$ cat src/rtl/mtm_pkg.sv
// ----------------------------------------------------------------------------
// mtm_pkg
// Shared constants and codes of the multichannel tone mixer.
// ----------------------------------------------------------------------------
package mtm_pkg;

    localparam int NUM_CHANNELS = 8;
    localparam int CH_W         = (NUM_CHANNELS > 1) ? $clog2(NUM_CHANNELS) : 1;

    localparam logic [1:0] ACT_WRITE = 2'd0;
    localparam logic [1:0] ACT_TICK  = 2'd1;
    localparam logic [1:0] ACT_STOP  = 2'd2;

    localparam logic [7:0] WAVE_SQUARE = 8'd0;
    localparam logic [7:0] WAVE_SAW    = 8'd1;
    localparam logic [7:0] WAVE_TRI    = 8'd2;
    localparam logic [7:0] WAVE_NOISE  = 8'd3;

    localparam logic [16:0] SR_RESET   = 17'd44100;
    localparam logic [31:0] SEED_RESET = 32'd12345;
    localparam logic [31:0] LCG_MUL    = 32'd1664525;
    localparam logic [31:0] LCG_ADD    = 32'd1013904223;

    localparam logic signed [19:0] MIX_MAX = 20'sd32767;
    localparam logic signed [19:0] MIX_MIN = -20'sd32768;

endpackage

$ cat src/rtl/multichannel_tone_mixer.sv
// ----------------------------------------------------------------------------
// multichannel_tone_mixer
// Programmable tone generator: channel writes, stop-all and sample ticks.
// ----------------------------------------------------------------------------
// Usage:
//   s_axis carries one action per transaction: tuser holds the action code,
//   tdata the channel write payload. m_axis returns one signed 16-bit sample
//   for each sample tick; writes and stop-all return nothing.
//   i_cfg_wen/i_cfg_wdata load the sample rate; write only while idle.
// Operation:
//   A sample tick walks the channels one at a time through a single shared
//   multiplier and a 32-step restoring divider: a silent channel needs no
//   divide, an active one up to 4 divides.
//   s_axis_tready is high only while the sequencer is idle.
// Reset:
//   Synchronous, active low. All channels silent, phase and counts zero,
//   sample rate 44100, noise seed 12345.
// Stall:
//   A finished sample waits in the output register; a tick that completes
//   while the previous sample is still unread holds until it is taken.
// ----------------------------------------------------------------------------
module multichannel_tone_mixer (
    input  logic        i_clk,
    input  logic        i_rst_n,
    input  logic        i_cfg_wen,
    input  logic [16:0] i_cfg_wdata,
    input  logic        s_axis_tvalid,
    output logic        s_axis_tready,
    // tdata: channel[2:0], tone_freq[18:3], wave_kind[26:19], loudness[34:27]
    input  logic [39:0] s_axis_tdata,
    // tuser: action[1:0]
    input  logic [1:0]  s_axis_tuser,
    output logic        m_axis_tvalid,
    input  logic        m_axis_tready,
    // tdata: sample[15:0]
    output logic [15:0] m_axis_tdata
);
    import mtm_pkg::*;

    localparam logic [3:0] S_IDLE = 4'd0;
    localparam logic [3:0] S_CHK  = 4'd1;
    localparam logic [3:0] S_PCHK = 4'd2;
    localparam logic [3:0] S_ENVA = 4'd3;
    localparam logic [3:0] S_POS  = 4'd4;
    localparam logic [3:0] S_WAVE = 4'd5;
    localparam logic [3:0] S_WDIV = 4'd6;
    localparam logic [3:0] S_NSED = 4'd7;
    localparam logic [3:0] S_VAL  = 4'd8;
    localparam logic [3:0] S_ACC  = 4'd9;
    localparam logic [3:0] S_NEXT = 4'd10;
    localparam logic [3:0] S_OUT  = 4'd11;
    localparam logic [3:0] S_DIVW = 4'd12;
    localparam logic [3:0] S_ENVD = 4'd13;

    logic [15:0] r_freq   [NUM_CHANNELS];
    logic [7:0]  r_wave   [NUM_CHANNELS];
    logic [7:0]  r_vol    [NUM_CHANNELS];
    logic [31:0] r_phase  [NUM_CHANNELS];
    logic [31:0] r_played [NUM_CHANNELS];

    logic [16:0] r_sr;
    logic [31:0] r_seed, n_seed;
    logic [3:0]  r_state, n_state, r_ret, n_ret;
    logic [CH_W-1:0] r_ch, n_ch;
    logic [16:0] r_per, n_per;
    logic [15:0] r_half, n_half;
    logic [12:0] r_amp, n_amp;
    logic        r_hi, n_hi;
    logic signed [16:0] r_val, n_val;
    logic signed [19:0] r_mix, n_mix;
    logic [31:0] r_prod;
    logic        r_ovalid;
    logic [15:0] r_odata;

    logic        dv_go;
    logic [31:0] dv_num;
    logic [16:0] dv_den;
    logic        r_dv_busy;
    logic [5:0]  r_dv_cnt;
    logic [31:0] r_dv_quo;
    logic [16:0] r_dv_rem;
    logic [16:0] r_dv_den;
    logic [17:0] dv_shift;

    logic [31:0] mul_a, mul_b;

    logic        in_acc;
    logic [2:0]  in_ch;
    logic [15:0] in_freq;
    logic [7:0]  in_wave;
    logic [7:0]  in_vol;
    logic        wr_en;
    logic        adv_en;

    logic [15:0] c_freq;
    logic [7:0]  c_wave, c_vol;
    logic [31:0] c_played;
    logic [15:0] dlen;
    logic [12:0] env_base, env_span;
    logic [13:0] a2;
    logic [16:0] pos;
    logic [15:0] half_c;
    logic signed [16:0] amp_s;
    logic signed [16:0] q_s;
    logic signed [19:0] mix_out;

    assign in_acc  = s_axis_tvalid && s_axis_tready;
    assign in_ch   = s_axis_tdata[2:0];
    assign in_freq = s_axis_tdata[18:3];
    assign in_wave = s_axis_tdata[26:19];
    assign in_vol  = s_axis_tdata[34:27];
    assign wr_en   = in_acc && (s_axis_tuser == ACT_WRITE) && (int'(in_ch) < NUM_CHANNELS);

    assign s_axis_tready = (r_state == S_IDLE);
    assign m_axis_tvalid = r_ovalid;
    assign m_axis_tdata  = r_odata;

    assign c_freq   = r_freq[r_ch];
    assign c_wave   = r_wave[r_ch];
    assign c_vol    = r_vol[r_ch];
    assign c_played = r_played[r_ch];
    assign dlen     = r_sr[16:1];
    assign env_base = (c_wave == WAVE_NOISE) ? 13'd0 : 13'(c_vol) * 13'd12;
    assign env_span = (c_wave == WAVE_NOISE) ? 13'(c_vol) * 13'd30 : 13'(c_vol) * 13'd18;
    assign a2       = {1'b0, r_amp} << 1;
    assign pos      = r_dv_rem;
    assign half_c   = (r_per[16:1] == 16'd0) ? 16'd1 : r_per[16:1];
    assign amp_s    = signed'({4'd0, r_amp});
    assign q_s      = signed'({1'b0, r_dv_quo[15:0]});
    assign mix_out  = (r_mix > MIX_MAX) ? MIX_MAX : ((r_mix < MIX_MIN) ? MIX_MIN : r_mix);

    // shared divider step
    assign dv_shift = {r_dv_rem, r_dv_quo[31]};

    always_ff @(posedge i_clk) begin
        if (!i_rst_n) begin
            r_dv_busy <= 1'b0;
            r_dv_cnt  <= 6'd0;
        end else if (dv_go) begin
            r_dv_busy <= 1'b1;
            r_dv_cnt  <= 6'd32;
            r_dv_quo  <= dv_num;
            r_dv_rem  <= 17'd0;
            r_dv_den  <= dv_den;
        end else if (r_dv_busy) begin
            if (dv_shift >= {1'b0, r_dv_den}) begin
                r_dv_rem <= 17'(dv_shift - {1'b0, r_dv_den});
                r_dv_quo <= {r_dv_quo[30:0], 1'b1};
            end else begin
                r_dv_rem <= dv_shift[16:0];
                r_dv_quo <= {r_dv_quo[30:0], 1'b0};
            end
            r_dv_cnt <= r_dv_cnt - 6'd1;
            if (r_dv_cnt == 6'd1) begin
                r_dv_busy <= 1'b0;
            end
        end
    end

    // shared multiplier, registered
    always_ff @(posedge i_clk) begin
        r_prod <= mul_a * mul_b;
    end

    always_comb begin
        n_state = r_state;
        n_ret   = r_ret;
        n_ch    = r_ch;
        n_per   = r_per;
        n_half  = r_half;
        n_amp   = r_amp;
        n_hi    = r_hi;
        n_val   = r_val;
        n_mix   = r_mix;
        n_seed  = r_seed;
        dv_go   = 1'b0;
        dv_num  = 32'd0;
        dv_den  = 17'd1;
        mul_a   = 32'd0;
        mul_b   = 32'd0;
        adv_en  = 1'b0;
        case (r_state)
            S_IDLE: begin
                if (in_acc && (s_axis_tuser == ACT_TICK)) begin
                    n_ch    = '0;
                    n_mix   = '0;
                    n_state = S_CHK;
                end
            end
            S_CHK: begin
                if ((c_freq == 16'd0) || (c_vol == 8'd0)) begin
                    n_state = S_NEXT;
                end else begin
                    dv_go   = 1'b1;
                    dv_num  = {15'd0, r_sr};
                    dv_den  = {1'b0, c_freq};
                    n_ret   = S_PCHK;
                    n_state = S_DIVW;
                end
            end
            S_PCHK: begin
                n_per = r_dv_quo[16:0];
                if (r_dv_quo[16:0] == 17'd0) begin
                    n_state = S_NEXT;
                end else if (c_played < {16'd0, dlen}) begin
                    mul_a   = 32'(env_span);
                    mul_b   = 32'(dlen - c_played[15:0]);
                    n_state = S_ENVD;
                end else begin
                    n_amp   = env_base;
                    n_state = S_POS;
                end
            end
            S_ENVD: begin
                dv_go   = 1'b1;
                dv_num  = r_prod;
                dv_den  = {1'b0, dlen};
                n_ret   = S_ENVA;
                n_state = S_DIVW;
            end
            S_ENVA: begin
                n_amp   = 13'(env_base + r_dv_quo[12:0]);
                n_state = S_POS;
            end
            S_POS: begin
                n_half  = half_c;
                dv_go   = 1'b1;
                dv_num  = r_phase[r_ch];
                dv_den  = r_per;
                n_ret   = S_WAVE;
                n_state = S_DIVW;
            end
            S_WAVE: begin
                n_val   = '0;
                n_state = S_ACC;
                case (c_wave)
                    WAVE_SQUARE: begin
                        n_val = (pos < {1'b0, r_per[16:1]}) ? amp_s : -amp_s;
                    end
                    WAVE_SAW: begin
                        mul_a   = 32'(a2);
                        mul_b   = 32'(pos);
                        n_state = S_WDIV;
                    end
                    WAVE_TRI: begin
                        mul_a = 32'(a2);
                        if (pos < {1'b0, r_half}) begin
                            n_hi  = 1'b0;
                            mul_b = 32'(pos);
                        end else begin
                            n_hi  = 1'b1;
                            mul_b = 32'(pos - {1'b0, r_half});
                        end
                        n_state = S_WDIV;
                    end
                    WAVE_NOISE: begin
                        if (r_amp != 13'd0) begin
                            mul_a   = r_seed;
                            mul_b   = LCG_MUL;
                            n_state = S_NSED;
                        end
                    end
                    default: begin
                        n_val = '0;
                    end
                endcase
            end
            S_WDIV: begin
                dv_go   = 1'b1;
                dv_num  = r_prod;
                dv_den  = (c_wave == WAVE_SAW) ? r_per : {1'b0, r_half};
                n_ret   = S_VAL;
                n_state = S_DIVW;
            end
            S_NSED: begin
                n_seed  = r_prod + LCG_ADD;
                dv_go   = 1'b1;
                dv_num  = r_prod + LCG_ADD;
                dv_den  = {3'd0, a2};
                n_ret   = S_VAL;
                n_state = S_DIVW;
            end
            S_VAL: begin
                if (c_wave == WAVE_NOISE) begin
                    n_val = signed'(r_dv_rem) - amp_s;
                end else if ((c_wave == WAVE_TRI) && r_hi) begin
                    n_val = amp_s - q_s;
                end else begin
                    n_val = q_s - amp_s;
                end
                n_state = S_ACC;
            end
            S_ACC: begin
                n_mix   = r_mix + 20'(r_val);
                adv_en  = 1'b1;
                n_state = S_NEXT;
            end
            S_NEXT: begin
                if (r_ch == CH_W'(NUM_CHANNELS - 1)) begin
                    n_state = S_OUT;
                end else begin
                    n_ch    = r_ch + 1'b1;
                    n_state = S_CHK;
                end
            end
            S_OUT: begin
                if (!r_ovalid || m_axis_tready) begin
                    n_state = S_IDLE;
                end
            end
            S_DIVW: begin
                if (!r_dv_busy) begin
                    n_state = r_ret;
                end
            end
            default: begin
                n_state = S_IDLE;
            end
        endcase
    end

    always_ff @(posedge i_clk) begin
        if (!i_rst_n) begin
            r_state  <= S_IDLE;
            r_ret    <= S_IDLE;
            r_ch     <= '0;
            r_sr     <= SR_RESET;
            r_seed   <= SEED_RESET;
            r_ovalid <= 1'b0;
            for (int i = 0; i < NUM_CHANNELS; i++) begin
                r_freq[i]   <= 16'd0;
                r_wave[i]   <= 8'd0;
                r_vol[i]    <= 8'd0;
                r_phase[i]  <= 32'd0;
                r_played[i] <= 32'd0;
            end
        end else begin
            r_state <= n_state;
            r_ret   <= n_ret;
            r_ch    <= n_ch;
            r_seed  <= n_seed;
            if (i_cfg_wen) begin
                r_sr <= i_cfg_wdata;
            end
            if (r_state == S_OUT && (!r_ovalid || m_axis_tready)) begin
                r_ovalid <= 1'b1;
                r_odata  <= 16'(mix_out);
            end else if (m_axis_tready) begin
                r_ovalid <= 1'b0;
            end
            if (wr_en) begin
                r_freq[CH_W'(in_ch)] <= in_freq;
                r_wave[CH_W'(in_ch)] <= in_wave;
                r_vol[CH_W'(in_ch)]  <= in_vol;
                if (in_freq != 16'd0) begin
                    r_phase[CH_W'(in_ch)]  <= 32'd0;
                    r_played[CH_W'(in_ch)] <= 32'd0;
                end
            end
            if (in_acc && (s_axis_tuser == ACT_STOP)) begin
                for (int i = 0; i < NUM_CHANNELS; i++) begin
                    r_freq[i] <= 16'd0;
                    r_vol[i]  <= 8'd0;
                end
            end
            if (adv_en) begin
                r_phase[r_ch]  <= r_phase[r_ch] + 32'd1;
                r_played[r_ch] <= r_played[r_ch] + 32'd1;
            end
        end
    end

    always_ff @(posedge i_clk) begin
        r_per  <= n_per;
        r_half <= n_half;
        r_amp  <= n_amp;
        r_hi   <= n_hi;
        r_val  <= n_val;
        r_mix  <= n_mix;
    end

    a_div_idle: assert property (@(posedge i_clk) disable iff (!i_rst_n)
        dv_go |-> !r_dv_busy)
        else $error("divider restarted while busy");

    a_idle_quiet: assert property (@(posedge i_clk) disable iff (!i_rst_n)
        (r_state == S_IDLE) |-> !r_dv_busy)
        else $error("divider busy while sequencer idle");

    a_out_src: assert property (@(posedge i_clk) disable iff (!i_rst_n)
        $rose(m_axis_tvalid) |-> ($past(r_state) == S_OUT))
        else $error("sample issued outside output step");

    a_adv_state: assert property (@(posedge i_clk) disable iff (!i_rst_n)
        adv_en |=> (r_state == S_NEXT))
        else $error("channel advance outside accumulate step");

endmodule
$ cat config.mk
export PLATFORM = sky130hd
export DESIGN_NAME = multichannel_tone_mixer
export DESIGN_NICKNAME = d
export VERILOG_FILES = /design/src/rtl/mtm_pkg.sv /design/src/rtl/multichannel_tone_mixer.sv
export SDC_FILE = /design/constraint.sdc
export NUM_CORES = 2
export LEC_CHECK = 0
export BUFFER_PORTS_ARGS = -buffer_cell sky130_fd_sc_hd__buf_4
export CAP_MARGIN = 5
export CORE_AREA = 2 2 407 288
export DETAILED_ROUTE_END_ITERATION = 6
export DIE_AREA = 0 0 409 290
export PLACE_DENSITY = 0.76
export SYNTH_ARGS = -nofsm -noshare
export SYNTH_HDL_FRONTEND = slang
export SYNTH_SLANG_ARGS = --single-unit
$ cat constraint.sdc
create_clock -name i_clk -period 20.8 [get_ports i_clk]
set_input_delay 1.04 -clock i_clk [delete_from_list [all_inputs] [get_ports i_clk]]
set_output_delay 1.04 -clock i_clk [all_outputs]
set_load 0.01 [all_outputs]
==> metrics.txt <==
Final Net Count between 6000 and 7000; placed inst area 0.0709 mm2; Syn Inst Count just over 6000; Post-synth EDFFs ~930; Sink Count slightly above 1000; YS warnings 0; most instantiated cells after synthesis edfxtp_1, nor2_1, inv_1; layout cells sized above 1 0.101; Clk Tree Root Cell clkbuf_16; Pins Over Slew Limit 0; TritonRoute pass-1 iters 7; I/O Pins approximately 80; CTS tree yes; vias post-DR about 48000; top-area cell type share of the netlist area 0.410; postcts setup bufs 0; Worst path max stage delay slightly above 0.7 ns; end of the worst register-to-register path r_prod[31]$_DFF_P_; Critical Path Sink Type register; Inst Count DP ~7600; Seq/Total Area, Yosys 0.440; Starting Density 0.598; most common cell in the synthesized netlist edfxtp_1; DIE WIDTH about 400 um; worst slew pin tran about 1.3 ns; RSZ-0062 raised after global routing false; Main synth FF type edfxtp_1; Setup violations, final 0; reg-to-reg setup timing slack about 7 ns; core area about 0.11 mm2; clock buffer depth 3; vias in the first global route 47613; first-pass GRT wire length 293 mm; Total Routing Usage GR 0.327; CP Data Arrival Time approximately 15 ns; achievable frequency 71.6 MHz; Area contributors post-synth edfxtp_1, fa_1, mux4_2, ha_1, nor2_1; TritonCTS Buffers approximately 100; Filler cells 8600; critical path fanouts, max 42; VDD IR max approximately 0.13 mV; failing checks DRC; hpwl dp 135 mm; CTS clk-pin slew, worst paths roughly 0.06 ns; final hold violation count 0; Yosys reg bits 1037; row count around 100; Final period util 0.672; routed len/inst roughly 25 um; post-route setup TNS 0 ns; worst reg2reg path depth between 40 and 50; CTS Hold Buffers Added 0; area leader, netlist edfxtp_1; Post-Layout Inst Area about 0.074 mm2; slowest CP cell buf_4; Power per Cell Area approximately 78 mW/mm2; GP Congestion ~1.0; Mean Syn Cell Area about 11 um2; H-tree level count 3; die outline height about 290 um; Cell Count, Final, Fillers Out 7776; DRC Markers 5; outcome finished with violations; Most common cell on crit path fa_1; Mapped Area approximately 0.07 mm2; initial antenna violation count 2; worst skew pair latency about 0.74 ns; min cycle time layout ~14 ns; Worst Setup Start Kind register; Crit Path Category register to register; Post-DRT Antenna Nets 0; Hold EP r_seed[31]$_SDFFE_PN0P_; Rel. slew slack 0.153; Port Buffer Count 76; Static Leak between 20 and 30 nW; drt via density roughly 6; drt total wl approximately 190 mm; die area 0.119 mm2; Post-synth ARST share 0; Clock Skew ~0.071 ns; GR Overflow Total 0; area delta synth->final 8.60%; library cells used by synthesis approximately 100; # resized after CTS 0; DRT iter0 DRCs 5905; Max Cap Viol 0; hold path startpoint r_seed[31]$_SDFFE_PN0P_; largest net degree at the start of global routing ~140; Hold Path Class register to register; Hold Path Depth 2; Req. time, crit path ~21 ns
==> worst max-delay path by stage <==
stage,start,endpoint,slack (ns)
finish,register,r_prod[31]$_DFF_P_,6.82
global route,register,r_prod[31]$_DFF_P_,5.86
CTS,register,r_prod[31]$_DFF_P_,6.87
detailed placement,register,r_prod[31]$_DFF_P_,6.93
global placement,register,r_prod[31]$_DFF_P_,7.02
floorplan,register,r_prod[31]$_DFF_P_,8.11
==> area by class of cell <==
cell class	instances	area, um2	area share
multi-input combinational	4180	35000	0.472
sequential	1037	30100	0.405
clock buffer	122	2690	0.0362
inverter	673	2530	0.0340
tap	1537	1920	0.0259
timing repair buffer	164	1260	0.0169
clock inverter	62	727	0.00979
antenna	1	2.50	0.0000337
==> critical path: cells and delay by family, from the launching register on <==
family / cells / cell delay (ns)
AO/OA/AOI/OAI: 15 / 3.15
XOR/XNOR: 3 / 0.37
adder cells (fa/ha/maj): 12 / 5.47
buffers and inverters: 9 / 1.91
flip-flops: 1 / 0.59
multiplexers: 2 / 1.08
AND/OR/NAND/NOR: 6 / 1.17
==> sequential cells by signal, indices dropped and copies added, names as in the netlist, 20 cells and up, named ones only <==
| signal | cells |
|---|---|
| r_mix | 20 |
| r_played | 256 |
| r_prod | 32 |
| r_phase | 256 |
| r_wave | 64 |
| r_seed | 32 |
| r_vol | 64 |
| r_dv_quo | 32 |
| r_freq | 128 |
==> report_power, final <==
group / leakage, nW / switching [mW] / internal, mW
Sequential: 10.3 / 0.0670 / 2.38
Combinational: 17.3 / 0.879 / 0.585
Clock: 1.66 / 0.846 / 1.06
Total: 29.3 / 1.79 / 4.02
==> layer usage <==
| metal | track usage | routed length, um | vias to the layer above |
|---|---|---|---|
| li1 | - | - | 20923 |
| met1 | 0.484 | 78600 | 23795 |
| met2 | 0.469 | 82800 | 2887 |
| met3 | 0.105 | 27300 | 309 |
| met4 | 0.0818 | 4610 | 0 |
| met5 | 0 | 0 | - |
==> cell usage in the layout (no fill, tap or decap), drive strengths merged, types with 50 or more instances in the layout <==
| master | count |
|---|---|
| nor2 | 896 |
| clkbuf | 122 |
| o21ai | 176 |
| mux2i | 119 |
| nor3 | 69 |
| a21o | 57 |
| nand3 | 50 |
| mux4 | 184 |
| xor2 | 68 |
| a21oi | 184 |
| xnor2 | 173 |
| fa | 426 |
| and2 | 272 |
| nand2b | 78 |
| ha | 314 |
| conb | 101 |
| dfxtp | 103 |
| edfxtp | 934 |
| inv | 676 |
| nand2 | 416 |
| buf | 164 |
==> logic make-up after synthesis <==
group / synth area share
flip-flops: 0.440
multiplexers: 0.0804
AND/OR/NAND/NOR: 0.138
other: 0.000110
AO/OA/AOI/OAI: 0.0718
XOR/XNOR: 0.0312
buffers and inverters: 0.0565
adder cells (fa/ha/maj): 0.182
==> through the flow <==
stage / hold slack (ns) / setup WS [ns] / utilization / total power [mW]
floorplan: 0.424 / 8.11 / - / 3.42
global placement: 0.460 / 7.02 / 0.620 / 3.86
detailed placement: 0.468 / 6.93 / 0.620 / 3.88
CTS: 0.477 / 6.87 / 0.649 / 5.76
global route: 0.521 / 5.86 / 0.650 / 6.02
finish: 0.476 / 6.82 / 0.650 / 5.82
No activity file was read; power rests on OpenSTA's default activity.
